--- src/srfr_pkg.sv ---
// ---------------------------------------------------------------------------
// srfr_pkg
// shared constants, codes and types of the serial frame ring receiver
// ---------------------------------------------------------------------------
package srfr_pkg;

    // ring geometry
    localparam int RING_DEPTH = 64;
    localparam int PTR_W      = $clog2(RING_DEPTH);

    // field widths
    localparam int BYTE_W   = 8;
    localparam int STATUS_W = 3;
    localparam int COUNT_W  = 6;

    // opcodes
    localparam logic OP_BYTE = 1'b0;
    localparam logic OP_POP  = 1'b1;

    // status codes
    localparam logic [STATUS_W-1:0] ST_OK       = 3'd0;
    localparam logic [STATUS_W-1:0] ST_PARITY   = 3'd1;
    localparam logic [STATUS_W-1:0] ST_STOP     = 3'd2;
    localparam logic [STATUS_W-1:0] ST_OVERRUN  = 3'd3;
    localparam logic [STATUS_W-1:0] ST_ACCEPTED = 3'd4;
    localparam logic [STATUS_W-1:0] ST_REJECTED = 3'd5;
    localparam logic [STATUS_W-1:0] ST_EMPTY    = 3'd6;

    // special characters
    localparam logic [BYTE_W-1:0] CH_NUL    = 8'h00;
    localparam logic [BYTE_W-1:0] CH_XON    = 8'h11;
    localparam logic [BYTE_W-1:0] CH_XOFF   = 8'h13;
    localparam logic [BYTE_W-1:0] CH_DOLLAR = 8'h24;
    localparam logic [BYTE_W-1:0] CH_CR     = 8'h0D;
    localparam logic [BYTE_W-1:0] KEY_IDLE  = 8'hAA;

    // bytes that follow the dollar sign in a good frame: depth, key, cr
    localparam int FRAME_TAIL = 3;

    typedef struct packed {
        logic              opcode;
        logic [BYTE_W-1:0] rx_byte;
        logic              parity_error;
        logic              stop_error;
        logic              overrun_error;
    } req_item_t;

    typedef struct packed {
        logic [STATUS_W-1:0] status;
        logic [BYTE_W-1:0]   popped_byte;
        logic [COUNT_W-1:0]  entry_count;
        logic [BYTE_W-1:0]   depth_reading;
        logic [BYTE_W-1:0]   remote_key;
        logic                send_enabled;
    } rsp_item_t;

    typedef struct packed {
        logic idle;
        logic done;
    } ctrl_stat_t;

    // pointer advance with wrap at the ring depth
    function automatic logic [PTR_W-1:0] ptr_inc(input logic [PTR_W-1:0] ptr);
        logic [PTR_W-1:0] nxt;
        if (ptr == PTR_W'(RING_DEPTH - 1))
        begin
            nxt = '0;
        end
        else
        begin
            nxt = ptr + PTR_W'(1);
        end
        return nxt;
    endfunction

    // bytes held between read and write pointer
    function automatic logic [PTR_W-1:0] ring_held(input logic [PTR_W-1:0] wp,
                                                   input logic [PTR_W-1:0] rp);
        logic [PTR_W:0] diff;
        diff = {1'b0, wp} - {1'b0, rp};
        if (wp < rp)
        begin
            diff = diff + (PTR_W+1)'(RING_DEPTH);
        end
        return diff[PTR_W-1:0];
    endfunction

endpackage

--- src/srfr_if.sv ---
// ---------------------------------------------------------------------------
// srfr channel interfaces
// valid/ready channels for request items, result items and config writes
// ---------------------------------------------------------------------------
interface srfr_req_if;
    logic                     valid;
    logic                     ready;
    logic                     opcode;
    logic [srfr_pkg::BYTE_W-1:0] rx_byte;
    logic                     parity_error;
    logic                     stop_error;
    logic                     overrun_error;

    modport source (output valid, opcode, rx_byte, parity_error, stop_error,
                    overrun_error, input ready);
    modport sink   (input valid, opcode, rx_byte, parity_error, stop_error,
                    overrun_error, output ready);
endinterface

interface srfr_rsp_if;
    logic                          valid;
    logic                          ready;
    logic [srfr_pkg::STATUS_W-1:0] status;
    logic [srfr_pkg::BYTE_W-1:0]   popped_byte;
    logic [srfr_pkg::COUNT_W-1:0]  entry_count;
    logic [srfr_pkg::BYTE_W-1:0]   depth_reading;
    logic [srfr_pkg::BYTE_W-1:0]   remote_key;
    logic                          send_enabled;

    modport source (output valid, status, popped_byte, entry_count, depth_reading,
                    remote_key, send_enabled, input ready);
    modport sink   (input valid, status, popped_byte, entry_count, depth_reading,
                    remote_key, send_enabled, output ready);
endinterface

interface srfr_cfg_if;
    logic valid;
    logic ready;
    logic frame_mode;

    modport source (output valid, frame_mode, input ready);
    modport sink   (input valid, frame_mode, output ready);
endinterface

--- src/serial_frame_ring_receiver_core.sv ---
// ---------------------------------------------------------------------------
// serial_frame_ring_receiver_core
// receive byte ring with xon/xoff flow mode and dollar-framed packet mode
// ---------------------------------------------------------------------------
// results: stored, dropped, flow-control and empty-pop items give their result
//   in the cycle after acceptance; a pop with data first passes through S_POP
// a carriage return in frame mode passes S_PRIME, then walks the bytes held once it
//   is stored in S_SCAN and S_TAIL (one ring read per cycle, depth/key/cr fetch
//   included); one item at a time, next item taken once the result
//   register is free
// reset: pointers, frame bytes and state cleared, send flag and frame mode set;
//   the ring store itself is not cleared
// ---------------------------------------------------------------------------
module serial_frame_ring_receiver_core (
    input  logic         clk,
    input  logic         rst_n,
    srfr_req_if.sink     req,
    srfr_rsp_if.source   rsp,
    srfr_cfg_if.sink     cfg
);

    // mode register; the user must write it only while idle, the block does not enforce it
    logic                 frame_mode_reg;

    // result holding register, decouples the sequencer from the consumer
    logic                 out_valid_reg, out_valid_next;
    srfr_pkg::rsp_item_t  out_reg;

    srfr_pkg::req_item_t  req_item;
    srfr_pkg::rsp_item_t  res;
    srfr_pkg::ctrl_stat_t stat;
    logic                 req_fire;
    logic                 slot_free;

    assign cfg.ready = 1'b1;

    always_ff @(posedge clk or negedge rst_n)
    begin
        if (!rst_n)
        begin
            frame_mode_reg <= 1'b1;
        end
        else if (cfg.valid)
        begin
            frame_mode_reg <= cfg.frame_mode;
        end
    end

    // result slot is free now or is being emptied this cycle
    assign slot_free = !out_valid_reg || rsp.ready;
    assign req.ready = stat.idle && slot_free;
    assign req_fire  = req.valid && req.ready;

    // gather request fields into one item
    assign req_item.opcode        = req.opcode;
    assign req_item.rx_byte       = req.rx_byte;
    assign req_item.parity_error  = req.parity_error;
    assign req_item.stop_error    = req.stop_error;
    assign req_item.overrun_error = req.overrun_error;

    // sequencer, pointers and the ring store
    srfr_ctrl u_ctrl (
        .clk        (clk),
        .rst_n      (rst_n),
        .frame_mode (frame_mode_reg),
        .req_fire   (req_fire),
        .req        (req_item),
        .stat       (stat),
        .res        (res)
    );

    // result register: load on completion, clear when taken
    always_comb
    begin
        out_valid_next = out_valid_reg;
        if (stat.done)
        begin
            out_valid_next = 1'b1;
        end
        else if (rsp.ready)
        begin
            out_valid_next = 1'b0;
        end
    end

    always_ff @(posedge clk or negedge rst_n)
    begin
        if (!rst_n)
        begin
            out_valid_reg <= 1'b0;
        end
        else
        begin
            out_valid_reg <= out_valid_next;
        end
    end

    // payload needs no reset
    always_ff @(posedge clk)
    begin
        if (stat.done)
        begin
            out_reg <= res;
        end
    end

    assign rsp.valid         = out_valid_reg;
    assign rsp.status        = out_reg.status;
    assign rsp.popped_byte   = out_reg.popped_byte;
    assign rsp.entry_count   = out_reg.entry_count;
    assign rsp.depth_reading = out_reg.depth_reading;
    assign rsp.remote_key    = out_reg.remote_key;
    assign rsp.send_enabled  = out_reg.send_enabled;

    // a finished item never overwrites a result still waiting
    a_done_slot_free: assert property (@(posedge clk) disable iff (!rst_n)
        stat.done |-> slot_free)
        else $error("result produced while result register occupied");

    // the sequencer is back to idle after every result
    a_done_then_idle: assert property (@(posedge clk) disable iff (!rst_n)
        stat.done |=> stat.idle)
        else $error("sequencer not idle after result");

    // only a plain ok result can carry a popped byte
    a_popped_ok_only: assert property (@(posedge clk) disable iff (!rst_n)
        (rsp.valid && (rsp.status != srfr_pkg::ST_OK)) |-> (rsp.popped_byte == '0))
        else $error("popped byte on a non-ok result");

endmodule

--- src/srfr_ram.sv ---
// ---------------------------------------------------------------------------
// srfr_ram
// generic single-write, single-read ram with registered read (read-old)
// ---------------------------------------------------------------------------
module srfr_ram #(
    parameter int WIDTH = 8,
    parameter int DEPTH = 64
) (
    input  logic                     clk,
    input  logic                     we,
    input  logic [$clog2(DEPTH)-1:0] waddr,
    input  logic [WIDTH-1:0]         wdata,
    input  logic [$clog2(DEPTH)-1:0] raddr,
    output logic [WIDTH-1:0]         rdata
);

    logic [WIDTH-1:0] mem [DEPTH];

    always_ff @(posedge clk)
    begin
        if (we)
        begin
            mem[waddr] <= wdata;
        end
        rdata <= mem[raddr];
    end

endmodule

--- src/srfr_ctrl.sv ---
// ---------------------------------------------------------------------------
// srfr_ctrl
// ring pointers, flags and the sequencer that walks the ring on a cr
// ---------------------------------------------------------------------------
module srfr_ctrl (
    input  logic                 clk,
    input  logic                 rst_n,
    input  logic                 frame_mode,
    input  logic                 req_fire,
    input  srfr_pkg::req_item_t  req,
    output srfr_pkg::ctrl_stat_t stat,
    output srfr_pkg::rsp_item_t  res
);

    typedef enum logic [4:0] {
        S_IDLE  = 5'b00001,
        S_POP   = 5'b00010,
        S_PRIME = 5'b00100,
        S_SCAN  = 5'b01000,
        S_TAIL  = 5'b10000
    } state_t;

    localparam logic [1:0] TAIL_DEPTH = 2'd0;
    localparam logic [1:0] TAIL_KEY   = 2'd1;
    localparam logic [1:0] TAIL_LAST  = 2'd2;

    state_t                           state_reg, state_next;
    logic [srfr_pkg::PTR_W-1:0]       rp_reg, rp_next;
    logic [srfr_pkg::PTR_W-1:0]       wp_reg, wp_next;
    logic [srfr_pkg::PTR_W-1:0]       rem_reg, rem_next;
    logic [1:0]                       tail_reg, tail_next;
    logic [srfr_pkg::BYTE_W-1:0]      depth_reg, depth_next;
    logic [srfr_pkg::BYTE_W-1:0]      key_reg, key_next;
    logic                             send_reg, send_next;

    logic                             we;
    logic [srfr_pkg::BYTE_W-1:0]      rd_data;
    logic                             done;
    logic [srfr_pkg::STATUS_W-1:0]    status;
    logic [srfr_pkg::BYTE_W-1:0]      popped;

    // read address follows the next read pointer, so rd_data is ram[rp_reg]
    srfr_ram #(
        .WIDTH (srfr_pkg::BYTE_W),
        .DEPTH (srfr_pkg::RING_DEPTH)
    ) u_ram (
        .clk   (clk),
        .we    (we),
        .waddr (wp_reg),
        .wdata (req.rx_byte),
        .raddr (rp_next),
        .rdata (rd_data)
    );

    always_comb
    begin
        state_next = state_reg;
        rp_next    = rp_reg;
        wp_next    = wp_reg;
        rem_next   = rem_reg;
        tail_next  = tail_reg;
        depth_next = depth_reg;
        key_next   = key_reg;
        send_next  = send_reg;
        we         = 1'b0;
        done       = 1'b0;
        status     = srfr_pkg::ST_OK;
        popped     = '0;

        unique case (state_reg)
            S_IDLE:
            begin
                if (req_fire)
                begin
                    if (req.opcode == srfr_pkg::OP_POP)
                    begin
                        if (rp_reg == wp_reg)
                        begin
                            status = srfr_pkg::ST_EMPTY;
                            done   = 1'b1;
                        end
                        else
                        begin
                            state_next = S_POP;
                        end
                    end
                    else if (!frame_mode)
                    begin
                        done = 1'b1;
                        if (req.rx_byte == srfr_pkg::CH_XON)
                        begin
                            send_next = 1'b1;
                        end
                        else if (req.rx_byte == srfr_pkg::CH_XOFF)
                        begin
                            send_next = 1'b0;
                        end
                        else if (req.rx_byte != srfr_pkg::CH_NUL)
                        begin
                            we      = 1'b1;
                            wp_next = srfr_pkg::ptr_inc(wp_reg);
                        end
                    end
                    else if (req.parity_error)
                    begin
                        status = srfr_pkg::ST_PARITY;
                        done   = 1'b1;
                    end
                    else if (req.stop_error)
                    begin
                        status = srfr_pkg::ST_STOP;
                        done   = 1'b1;
                    end
                    else if (req.overrun_error)
                    begin
                        status = srfr_pkg::ST_OVERRUN;
                        done   = 1'b1;
                    end
                    else
                    begin
                        we      = 1'b1;
                        wp_next = srfr_pkg::ptr_inc(wp_reg);
                        if (req.rx_byte == srfr_pkg::CH_CR)
                        begin
                            rem_next   = srfr_pkg::ring_held(wp_next, rp_reg);
                            state_next = S_PRIME;
                        end
                        else
                        begin
                            done = 1'b1;
                        end
                    end
                end
            end

            S_POP:
            begin
                popped     = rd_data;
                rp_next    = srfr_pkg::ptr_inc(rp_reg);
                done       = 1'b1;
                state_next = S_IDLE;
            end

            // lets the cr write land in the ring before the first read
            S_PRIME:
            begin
                if (rem_reg == '0)
                begin
                    rp_next    = '0;
                    wp_next    = '0;
                    status     = srfr_pkg::ST_REJECTED;
                    done       = 1'b1;
                    state_next = S_IDLE;
                end
                else
                begin
                    state_next = S_SCAN;
                end
            end

            S_SCAN:
            begin
                rp_next  = srfr_pkg::ptr_inc(rp_reg);
                rem_next = rem_reg - srfr_pkg::PTR_W'(1);
                if ((rd_data == srfr_pkg::CH_DOLLAR) &&
                    (rem_reg == srfr_pkg::PTR_W'(srfr_pkg::FRAME_TAIL + 1)))
                begin
                    tail_next  = TAIL_DEPTH;
                    state_next = S_TAIL;
                end
                else if ((rd_data == srfr_pkg::CH_DOLLAR) ||
                         (rem_reg == srfr_pkg::PTR_W'(1)))
                begin
                    rp_next    = '0;
                    wp_next    = '0;
                    status     = srfr_pkg::ST_REJECTED;
                    done       = 1'b1;
                    state_next = S_IDLE;
                end
            end

            S_TAIL:
            begin
                rp_next   = srfr_pkg::ptr_inc(rp_reg);
                tail_next = tail_reg + 2'd1;
                case (tail_reg)
                    TAIL_DEPTH: depth_next = rd_data;
                    TAIL_KEY:   key_next   = rd_data;
                    default:    ;
                endcase
                if (tail_reg == TAIL_LAST)
                begin
                    status     = srfr_pkg::ST_ACCEPTED;
                    done       = 1'b1;
                    state_next = S_IDLE;
                end
            end

            default:
            begin
                state_next = S_IDLE;
            end
        endcase
    end

    always_ff @(posedge clk or negedge rst_n)
    begin
        if (!rst_n)
        begin
            state_reg <= S_IDLE;
            rp_reg    <= '0;
            wp_reg    <= '0;
            rem_reg   <= '0;
            tail_reg  <= '0;
            depth_reg <= '0;
            key_reg   <= '0;
            send_reg  <= 1'b1;
        end
        else
        begin
            state_reg <= state_next;
            rp_reg    <= rp_next;
            wp_reg    <= wp_next;
            rem_reg   <= rem_next;
            tail_reg  <= tail_next;
            depth_reg <= depth_next;
            key_reg   <= key_next;
            send_reg  <= send_next;
        end
    end

    assign stat.idle = (state_reg == S_IDLE);
    assign stat.done = done;

    assign res.status        = status;
    assign res.popped_byte   = popped;
    assign res.entry_count   = srfr_pkg::COUNT_W'(srfr_pkg::ring_held(wp_next, rp_next));
    assign res.depth_reading = depth_next;
    assign res.remote_key    = (key_next == srfr_pkg::KEY_IDLE) ? '0 : key_next;
    assign res.send_enabled  = send_next;

endmodule

--- src/flat_wrapper.sv ---
// flat-port wrapper written by rule: the top's interface ports become plain ports
module serial_frame_ring_receiver_core_flat 
  (clk, rst_n, req_valid, req_opcode, req_rx_byte, req_parity_error, req_stop_error, req_overrun_error, req_ready, rsp_valid, rsp_status, rsp_popped_byte, rsp_entry_count, rsp_depth_reading, rsp_remote_key, rsp_send_enabled, rsp_ready, cfg_valid, cfg_frame_mode, cfg_ready);
  srfr_req_if req_i ();
  srfr_rsp_if rsp_i ();
  srfr_cfg_if cfg_i ();
  input  logic clk;
  input  logic rst_n;
  input wire logic [$bits(req_i.valid)-1:0] req_valid;
  input wire logic [$bits(req_i.opcode)-1:0] req_opcode;
  input wire logic [$bits(req_i.rx_byte)-1:0] req_rx_byte;
  input wire logic [$bits(req_i.parity_error)-1:0] req_parity_error;
  input wire logic [$bits(req_i.stop_error)-1:0] req_stop_error;
  input wire logic [$bits(req_i.overrun_error)-1:0] req_overrun_error;
  output wire logic [$bits(req_i.ready)-1:0] req_ready;
  output wire logic [$bits(rsp_i.valid)-1:0] rsp_valid;
  output wire logic [$bits(rsp_i.status)-1:0] rsp_status;
  output wire logic [$bits(rsp_i.popped_byte)-1:0] rsp_popped_byte;
  output wire logic [$bits(rsp_i.entry_count)-1:0] rsp_entry_count;
  output wire logic [$bits(rsp_i.depth_reading)-1:0] rsp_depth_reading;
  output wire logic [$bits(rsp_i.remote_key)-1:0] rsp_remote_key;
  output wire logic [$bits(rsp_i.send_enabled)-1:0] rsp_send_enabled;
  input wire logic [$bits(rsp_i.ready)-1:0] rsp_ready;
  input wire logic [$bits(cfg_i.valid)-1:0] cfg_valid;
  input wire logic [$bits(cfg_i.frame_mode)-1:0] cfg_frame_mode;
  output wire logic [$bits(cfg_i.ready)-1:0] cfg_ready;
  assign req_i.valid = req_valid;
  assign req_i.opcode = req_opcode;
  assign req_i.rx_byte = req_rx_byte;
  assign req_i.parity_error = req_parity_error;
  assign req_i.stop_error = req_stop_error;
  assign req_i.overrun_error = req_overrun_error;
  assign req_ready = req_i.ready;
  assign rsp_valid = rsp_i.valid;
  assign rsp_status = rsp_i.status;
  assign rsp_popped_byte = rsp_i.popped_byte;
  assign rsp_entry_count = rsp_i.entry_count;
  assign rsp_depth_reading = rsp_i.depth_reading;
  assign rsp_remote_key = rsp_i.remote_key;
  assign rsp_send_enabled = rsp_i.send_enabled;
  assign rsp_i.ready = rsp_ready;
  assign cfg_i.valid = cfg_valid;
  assign cfg_i.frame_mode = cfg_frame_mode;
  assign cfg_ready = cfg_i.ready;
  serial_frame_ring_receiver_core u_core (.clk(clk), .rst_n(rst_n), .req(req_i), .rsp(rsp_i), .cfg(cfg_i));
endmodule
--- config.mk ---
export PLATFORM = sky130hd
export DESIGN_NAME = serial_frame_ring_receiver_core_flat
export DESIGN_NICKNAME = d
export VERILOG_FILES = /design/src/srfr_pkg.sv /design/src/srfr_if.sv /design/src/serial_frame_ring_receiver_core.sv /design/src/srfr_ram.sv /design/src/srfr_ctrl.sv /design/src/flat_wrapper.sv
export SDC_FILE = /design/constraint.sdc
export NUM_CORES = 1
export LEC_CHECK = 0
export BUFFER_PORTS_ARGS = -buffer_cell sky130_fd_sc_hd__buf_2
export CAP_MARGIN = 30
export CORE_ASPECT_RATIO = 0.8
export CORE_UTILIZATION = 53
export DETAILED_ROUTE_END_ITERATION = 16
export GPL_ROUTABILITY_DRIVEN = 0
export GPL_TIMING_DRIVEN = 0
export HOLD_SLACK_MARGIN = 0.02
export PLACE_DENSITY = 0.69
export SLEW_MARGIN = 20
export SYNTH_ARGS = -nofsm -noshare
export SYNTH_HDL_FRONTEND = slang
export SYNTH_SLANG_ARGS = --single-unit
--- constraint.sdc ---
create_clock -name clk -period 5.8 [get_ports clk]
set_clock_uncertainty 0.15 [all_clocks]
set_input_delay 1.16 -clock clk [delete_from_list [all_inputs] [get_ports clk]]
set_output_delay 1.16 -clock clk [all_outputs]
set_load 0.01 [all_outputs]
==> flow_metrics.tcl, run 1 <==
set metrics [dict create \
    pin_count 55 \
    ctsHoldBuffers 0 \
    netlist_top_cells_area "edfxtp_1 (66%), nand2_1 (6.1%), dfrtp_1 (4.2%)" \
    leakagePower_nw 9.590 \
    largest_register_ffs 512 \
    period_needed_ns 4.985 \
    synthCells 1872 \
    cts_htree_levels 2 \
    syn_to_final_growth_pct 12.03 \
    ys_warn_count 0 \
    portBuffers 53 \
    max_freq_mhz 200.6 \
    cts_max_path_buffers 3 \
    post_cts_buffers 0 \
    synth.largest_area_cell "edfxtp_1" \
    timing.rr.start "u_core.u_ctrl.rem_reg[0]$_DFFE_PN0P_" \
    largest-register "u_core.u_ctrl.u_ram.mem" \
    ir_worst_vdd_v 0.0002606 \
    worstReg2RegEnd "u_core.rsp.entry_count[5]$_DFFE_PP_" \
    drc 0 \
    slew-limit-headroom_pct 37.18 \
    r2r_cells 17 \
    powerDensity_nw_per_um2 396.8 \
    routed_via_density 6.104 \
    cp.arrival_ns 5.18 \
    tightest_slew_ns 0.9395 \
    grt_pass1_wl_mm 97.57 \
    min_from "u_core.u_ctrl.send_reg$_DFF_PN1_" \
    finalInstanceArea_um2 27640 \
    worstSetupStartpointType "flip-flop" \
    ys_ff_latch 598 \
    power_w 0.01097 \
    drv_cap 0 \
    grtUsageTotal_pct 27.73 \
    synth.net_count 1910 \
    clk-insertion-delay-late_ns 0.61 \
    drt-wirelength-per-cell_um 24.57 \
    crit_fanout 10 \
    netlist.area_leader.share_pct 66.46 \
    dieArea_um2 47420 \
    slew_violations 0 \
    row_count 70 \
    placed_cell_area_um2 25810 \
    die_w_um 243.2 \
    hold_viol_final 0 \
    via_count 16150 \
    drt_iter0_markers 2208 \
    yosysMostFrequentCell "edfxtp_1" \
    overflow 0 \
    finalSetupTns_ns 0 \
    ys_async_sr_fraction_pct 7.358 \
    dr.pass1.iters 8 \
    syn_area_um2 24670 \
    end_kind "flip-flop" \
    grt_start_max_net_pins 68 \
    core_um2 45810 \
    grt_pass1_vias 15490 \
    synth_cell_types 68 \
    regToRegSetupSlack_ns 0.82 \
    start_util_pct 53.85 \
    die-height_um 195.0 \
    drtAntennaViolNets 0 \
    synth_edf_count 546 \
    post_cts_resized 0 \
    synth_area_per_cell_um2 13.18 \
    final_nets 2025 \
    worstSetupPathType "flip-flop to flip-flop" \
    worst-endpoint-required_ns 5.99 \
    cts_root_buffer "clkbuf_16" \
    hpwlAfterDp_mm 43.18 \
    status "finished clean" \
    slowest_delay_ns 0.58 \
    fin_crit_sh_pct 85.94 \
    clk_pin_slew_worst_paths_ns 0.06 \
    setup_viol 0 \
    synth_ff_type "edfxtp_1" \
    rsz0062_at_grt "no" \
    min_to "u_core.u_ctrl.send_reg$_DFF_PN1_" \
    holdCritPathClass "flip-flop to flip-flop" \
    min_delay_path_depth 2 \
    synth_common_cells "edfxtp_1 (546), nand2_1 (404), nand3_1 (138)" \
    slowest_stage "or4_4" \
    path_cells "inv_1 -> ha_1 -> or3b_2 -> or4_4 -> o21a_1 -> nand2_2 -> a21o_2 -> inv_1 -> clkbuf_1 -> ha_1 -> nor2b_1 -> o21ai_0 -> nand2b_1 -> a21o_1 -> a21oi_1 -> xor2_1 -> xnor2_1" \
    clock_sinks 598 \
    synth-seq-area-share_pct 71.59 \
    antenna_found_initial 3 \
    drive_above_1_share_pct 12.60 \
    cts_tree "yes" \
    cts_buffers 55 \
    drt-total-wl_mm 64.98 \
]
-- worst max-delay path, delay by kind of cell (launching register included) --
kind,cells,cell delay [ns]
xor+xnor,2,0.30
simple gates,5,1.45
fa+ha+maj,2,0.51
compound gates,5,1.14
buf+inv,3,0.76
flops,1,0.42
-- cell families after synthesis --
group	after synthesis	synth area share [%]
fa+ha+maj	20	1.075
compound gates	198	5.001
simple gates	802	14.58
mux	109	4.565
flops	598	71.59
xor+xnor	19	0.6746
buf+inv	125	2.495
other cells	1	0.01520
-- worst max-delay path by stage --
stage                                                 from                                  endpoint  slack, ns  cells after the start
CTS                   u_core.u_ctrl.rem_reg[0]$_DFFE_PN0P_       u_core.rsp.entry_count[5]$_DFFE_PP_       0.88                     17
global placement                            req_rx_byte[2]  u_core.u_ctrl.u_ram.mem[46][3]$_DFFE_PP_       0.42                     10
detailed placement                          req_rx_byte[6]       u_core.rsp.entry_count[5]$_DFFE_PP_       0.67                     18
global route        u_core.u_ctrl.state_reg[0]$_DFFE_PN1P_       u_core.rsp.entry_count[5]$_DFFE_PP_       0.60                     17
finish                u_core.u_ctrl.rem_reg[0]$_DFFE_PN0P_       u_core.rsp.entry_count[5]$_DFFE_PP_       0.82                     17
floorplan                                   req_rx_byte[7]       u_core.rsp.entry_count[5]$_DFFE_PP_       1.60                     16
-- per-stage QoR --
step	util [%]	hold slack, ns	setup WS [ns]	instances
floorplan	-	0.2993	1.597	1872
global placement	56.10	0.3134	0.4213	2537
detailed placement	56.35	0.3197	0.6722	2541
CTS	60.31	0.3343	0.8785	2642
global route	60.32	0.3518	0.5991	2643
finish	60.33	0.3271	0.8154	2645
-- layer usage --
layer / part of all wire [%] / global-route usage [%] / vias up
li1: - / - / 7126
met1: 42 / 41.93 / 8000
met2: 44 / 40.98 / 887
met3: 11 / 5.689 / 127
met4: 2.5 / 7.338 / 6
met5: 0.057 / 0 / -
-- cell type report --
class,count,area [µm²]
clock inverter,35,366.6
antenna,2,5.005
timing repair buffer,58,372.9
buffer,92,491.7
sequential,598,17660
inverter,33,123.9
multi-input combinational,1149,6400
clock buffer,66,1449
tap,612,765.7
fill,3474,18170
-- power by group --
| group | leakage [nW] | total [W] | internal [W] | switching [W] |
|---|---|---|---|---|
| sequential | 5.58 | 0.00506 | 0.00494 | 0.000127 |
| clock | 0.888 | 0.00365 | 0.00206 | 0.00159 |
| combinational | 3.12 | 0.00225 | 0.000687 | 0.00156 |
| total | 9.59 | 0.0110 | 0.00768 | 0.00329 |
-- layout by cell type (no fill, tap or decap), types with 15 or more instances in the layout --
master | Yosys | routed
edfxtp_1 | 546 | 546
nand2_1 | 404 | 403
nand3_1 | 138 | 138
nor2_1 | 110 | 110
buf_2 | 42 | 90
mux2i_1 | 81 | 81
a21oi_1 | 64 | 64
nand4_1 | 60 | 60
clkbuf_16 | 0 | 56
o21ai_0 | 49 | 49
clkbuf_1 | 32 | 41
dfrtp_1 | 41 | 41
inv_1 | 30 | 30
mux2_2 | 27 | 27
a31oi_1 | 22 | 22
ha_1 | 18 | 18
a32oi_1 | 16 | 16
clkinv_2 | 0 | 16
and2_1 | 15 | 15
No activity file was read; power rests on OpenSTA's default activity.
==> run 2, diff against run 1 <==
--- a/config.mk
+++ b/config.mk
@@ -9,10 +9,11 @@
 export CAP_MARGIN = 30
 export CORE_ASPECT_RATIO = 0.8
 export CORE_UTILIZATION = 53
+export CTS_BUF_LIST = sky130_fd_sc_hd__clkbuf_8 sky130_fd_sc_hd__clkbuf_16
+export CTS_CLUSTER_DIAMETER = 80
 export DETAILED_ROUTE_END_ITERATION = 16
 export GPL_ROUTABILITY_DRIVEN = 0
 export GPL_TIMING_DRIVEN = 0
-export HOLD_SLACK_MARGIN = 0.02
 export PLACE_DENSITY = 0.69
 export SLEW_MARGIN = 20
 export SYNTH_ARGS = -nofsm -noshare
==> flow_metrics.tcl, run 2 (synthesis gave the netlist of run 1 again) <==
set metrics [dict create \
    drt-wirelength-per-cell_um 24.56 \
    internal_power_w 0.007664 \
    n_fill_cell 3476 \
    drt_iter0_markers 2125 \
    core_um2 45810 \
    final_cells 2643 \
    clock_sinks 598 \
    largest_register_ffs 512 \
    highest_layer "met5" \
    largest-register "u_core.u_ctrl.u_ram.mem" \
    met1_length_mm 27.19 \
    cp-endpoint "u_core.rsp.entry_count[5]$_DFFE_PP_" \
    tightest_slew_ns 0.9422 \
    dp.cells 2541 \
    grt_start_max_net_pins 68 \
    start_util_pct 53.85 \
    final_cell_mix "edfxtp_1 (546), nand2_1 (403), nand3_1 (138)" \
    layout_commonest_cell "edfxtp_1" \
    worstSetupPathType "flip-flop to flip-flop" \
    post_cts_resized 0 \
    antenna_found_initial 3 \
    end_kind "flip-flop" \
    antenna_cells 0 \
    dr_wl_met3_mm 7.261 \
    regToRegSetupSlack_ns 0.80 \
    cts_buffers 55 \
    slew_violations 0 \
    max_freq_mhz 200.1 \
    pin_count 55 \
    holdCritPathClass "flip-flop to flip-flop" \
    period_needed_ns 4.997 \
    setup_viol 0 \
    grt_pass1_wl_mm 97.50 \
    rsz0062_at_grt "no" \
    powerDensity_nw_per_um2 396.2 \
    hpwlAfterDp_mm 43.18 \
    hold_viol_final 0 \
    switching_share_pct 30.00 \
    power_frac_seq_pct 46.2 \
    final_nets 2025 \
    worst-endpoint-required_ns 6.00 \
    die-height_um 195.0 \
    drive_above_1_share_pct 12.60 \
    multi_input_area_um2 6400 \
    cp.arrival_ns 5.20 \
    r2r_cells 17 \
    row_count 70 \
    power_w 0.01095 \
    p_switching_w 0.003285 \
    drt-total-wl_mm 64.91 \
    finalSetupTns_ns 0 \
    wl_met2_mm 28.86 \
    dr.pass1.iters 7 \
    cts_htree_levels 2 \
    timing.rr.start "u_core.u_ctrl.rem_reg[0]$_DFFE_PN0P_" \
    status "finished clean" \
    cts_root_buffer "clkbuf_16" \
    crit_fanout 10 \
    dieArea_um2 47420 \
    syn_to_final_growth_pct 12.01 \
    slew-limit-headroom_pct 36.95 \
    grt_pass1_vias 15490 \
    cts_max_path_buffers 3 \
    grtUsageTotal_pct 27.70 \
    overflow 0 \
    routed_via_density 6.144 \
    worstReg2RegEnd "u_core.rsp.entry_count[5]$_DFFE_PP_" \
    finalInstanceArea_um2 27630 \
    drv_cap 0 \
    via_count 16240 \
    crit_start "u_core.u_ctrl.rem_reg[0]$_DFFE_PN0P_" \
    drc 0 \
    fin_hold_ws_ns 0.3319 \
    die_w_um 243.2 \
    ff_latch_area_um2 17660 \
    clk-insertion-delay-late_ns 0.61 \
    clkPwrFrac_pct 33.2 \
    comb_power_share_pct 20.5 \
    worstSetupStartpointType "flip-flop" \
    drtAntennaViolNets 0 \
    fin_crit_sh_pct 86.16 \
    post_cts_buffers 0 \
    clk_pin_slew_worst_paths_ns 0.06 \
    ctsHoldBuffers 0 \
    ir_worst_vdd_v 0.0002605 \
    portBuffers 53 \
    placed_cell_area_um2 25810 \
    cts_tree "yes" \
    leakagePower_nw 9.628 \
]
-- run 2: changes by cell type in the layout (fill, tap and decap cells not counted), sizes merged --
cell    delta
clkbuf     -9
diode      -2
inv        +9
-- run 2: per-layer routing --
metal	vias up	GRT usage, %
met5	-	0
met4	6	7.361
met3	110	5.606
met2	919	41.02
met1	8070	41.86
li1	7133	-
-- run 2: area by class of cell --
class | count | share of cell area, %
Buffer | 92 | 1.780
Sequential cell | 598 | 63.92
Multi-Input combinational cell | 1149 | 23.16
Timing Repair Buffer | 58 | 1.349
Inverter | 33 | 0.4483
Clock buffer | 57 | 5.122
Clock inverter | 44 | 1.449
Tap cell | 612 | 2.771
-- run 2: through the flow --
| stage | setup slack [ns] | util [%] |
|---|---|---|
| 6_report | 0.8025 | 60.32 |
| 5_1_grt | 0.5992 | 60.32 |
| 4_1_cts | 0.8785 | 60.31 |
| 3_5_place_dp | 0.6722 | 56.35 |
| 3_3_place_gp | 0.4213 | 56.10 |
| 2_1_floorplan | 1.597 | - |
-- run 2: how the worst min path moves through the flow --
stage | cells after the start | slack [ns] | from | endpoint
floorplan | 2 | 0.30 | u_core.u_ctrl.send_reg$_DFF_PN1_ | u_core.u_ctrl.send_reg$_DFF_PN1_
global placement | 2 | 0.31 | u_core.u_ctrl.send_reg$_DFF_PN1_ | u_core.u_ctrl.send_reg$_DFF_PN1_
detailed placement | 2 | 0.32 | u_core.u_ctrl.send_reg$_DFF_PN1_ | u_core.u_ctrl.send_reg$_DFF_PN1_
CTS | 2 | 0.33 | u_core.u_ctrl.send_reg$_DFF_PN1_ | u_core.u_ctrl.send_reg$_DFF_PN1_
global route | 2 | 0.35 | u_core.u_ctrl.send_reg$_DFF_PN1_ | u_core.u_ctrl.send_reg$_DFF_PN1_
finish | 2 | 0.33 | u_core.u_ctrl.send_reg$_DFF_PN1_ | u_core.u_ctrl.send_reg$_DFF_PN1_
-- run 2: worst max-delay path: stages, from the launching register on --
cell	delay [ns]
dfrtp_1	0.42
inv_1	0.12
ha_1	0.14
or3b_2	0.49
or4_4	0.58
o21a_1	0.27
nand2_2	0.15
a21o_2	0.37
inv_1	0.29
clkbuf_1	0.36
ha_1	0.37
nor2b_1	0.12
o21ai_0	0.14
nand2b_1	0.11
a21o_1	0.19
a21oi_1	0.18
xor2_1	0.21
xnor2_1	0.08
-- run 2: power groups by stage --
stage	combinational, W	sequential (W)	clock [W]
global placement	0.00215	0.00515	0
global route	0.00242	0.00508	0.00383
detailed placement	0.00219	0.00515	0
floorplan	0.00131	0.00516	0
CTS	0.00221	0.00506	0.00366
finish	0.00225	0.00506	0.00364
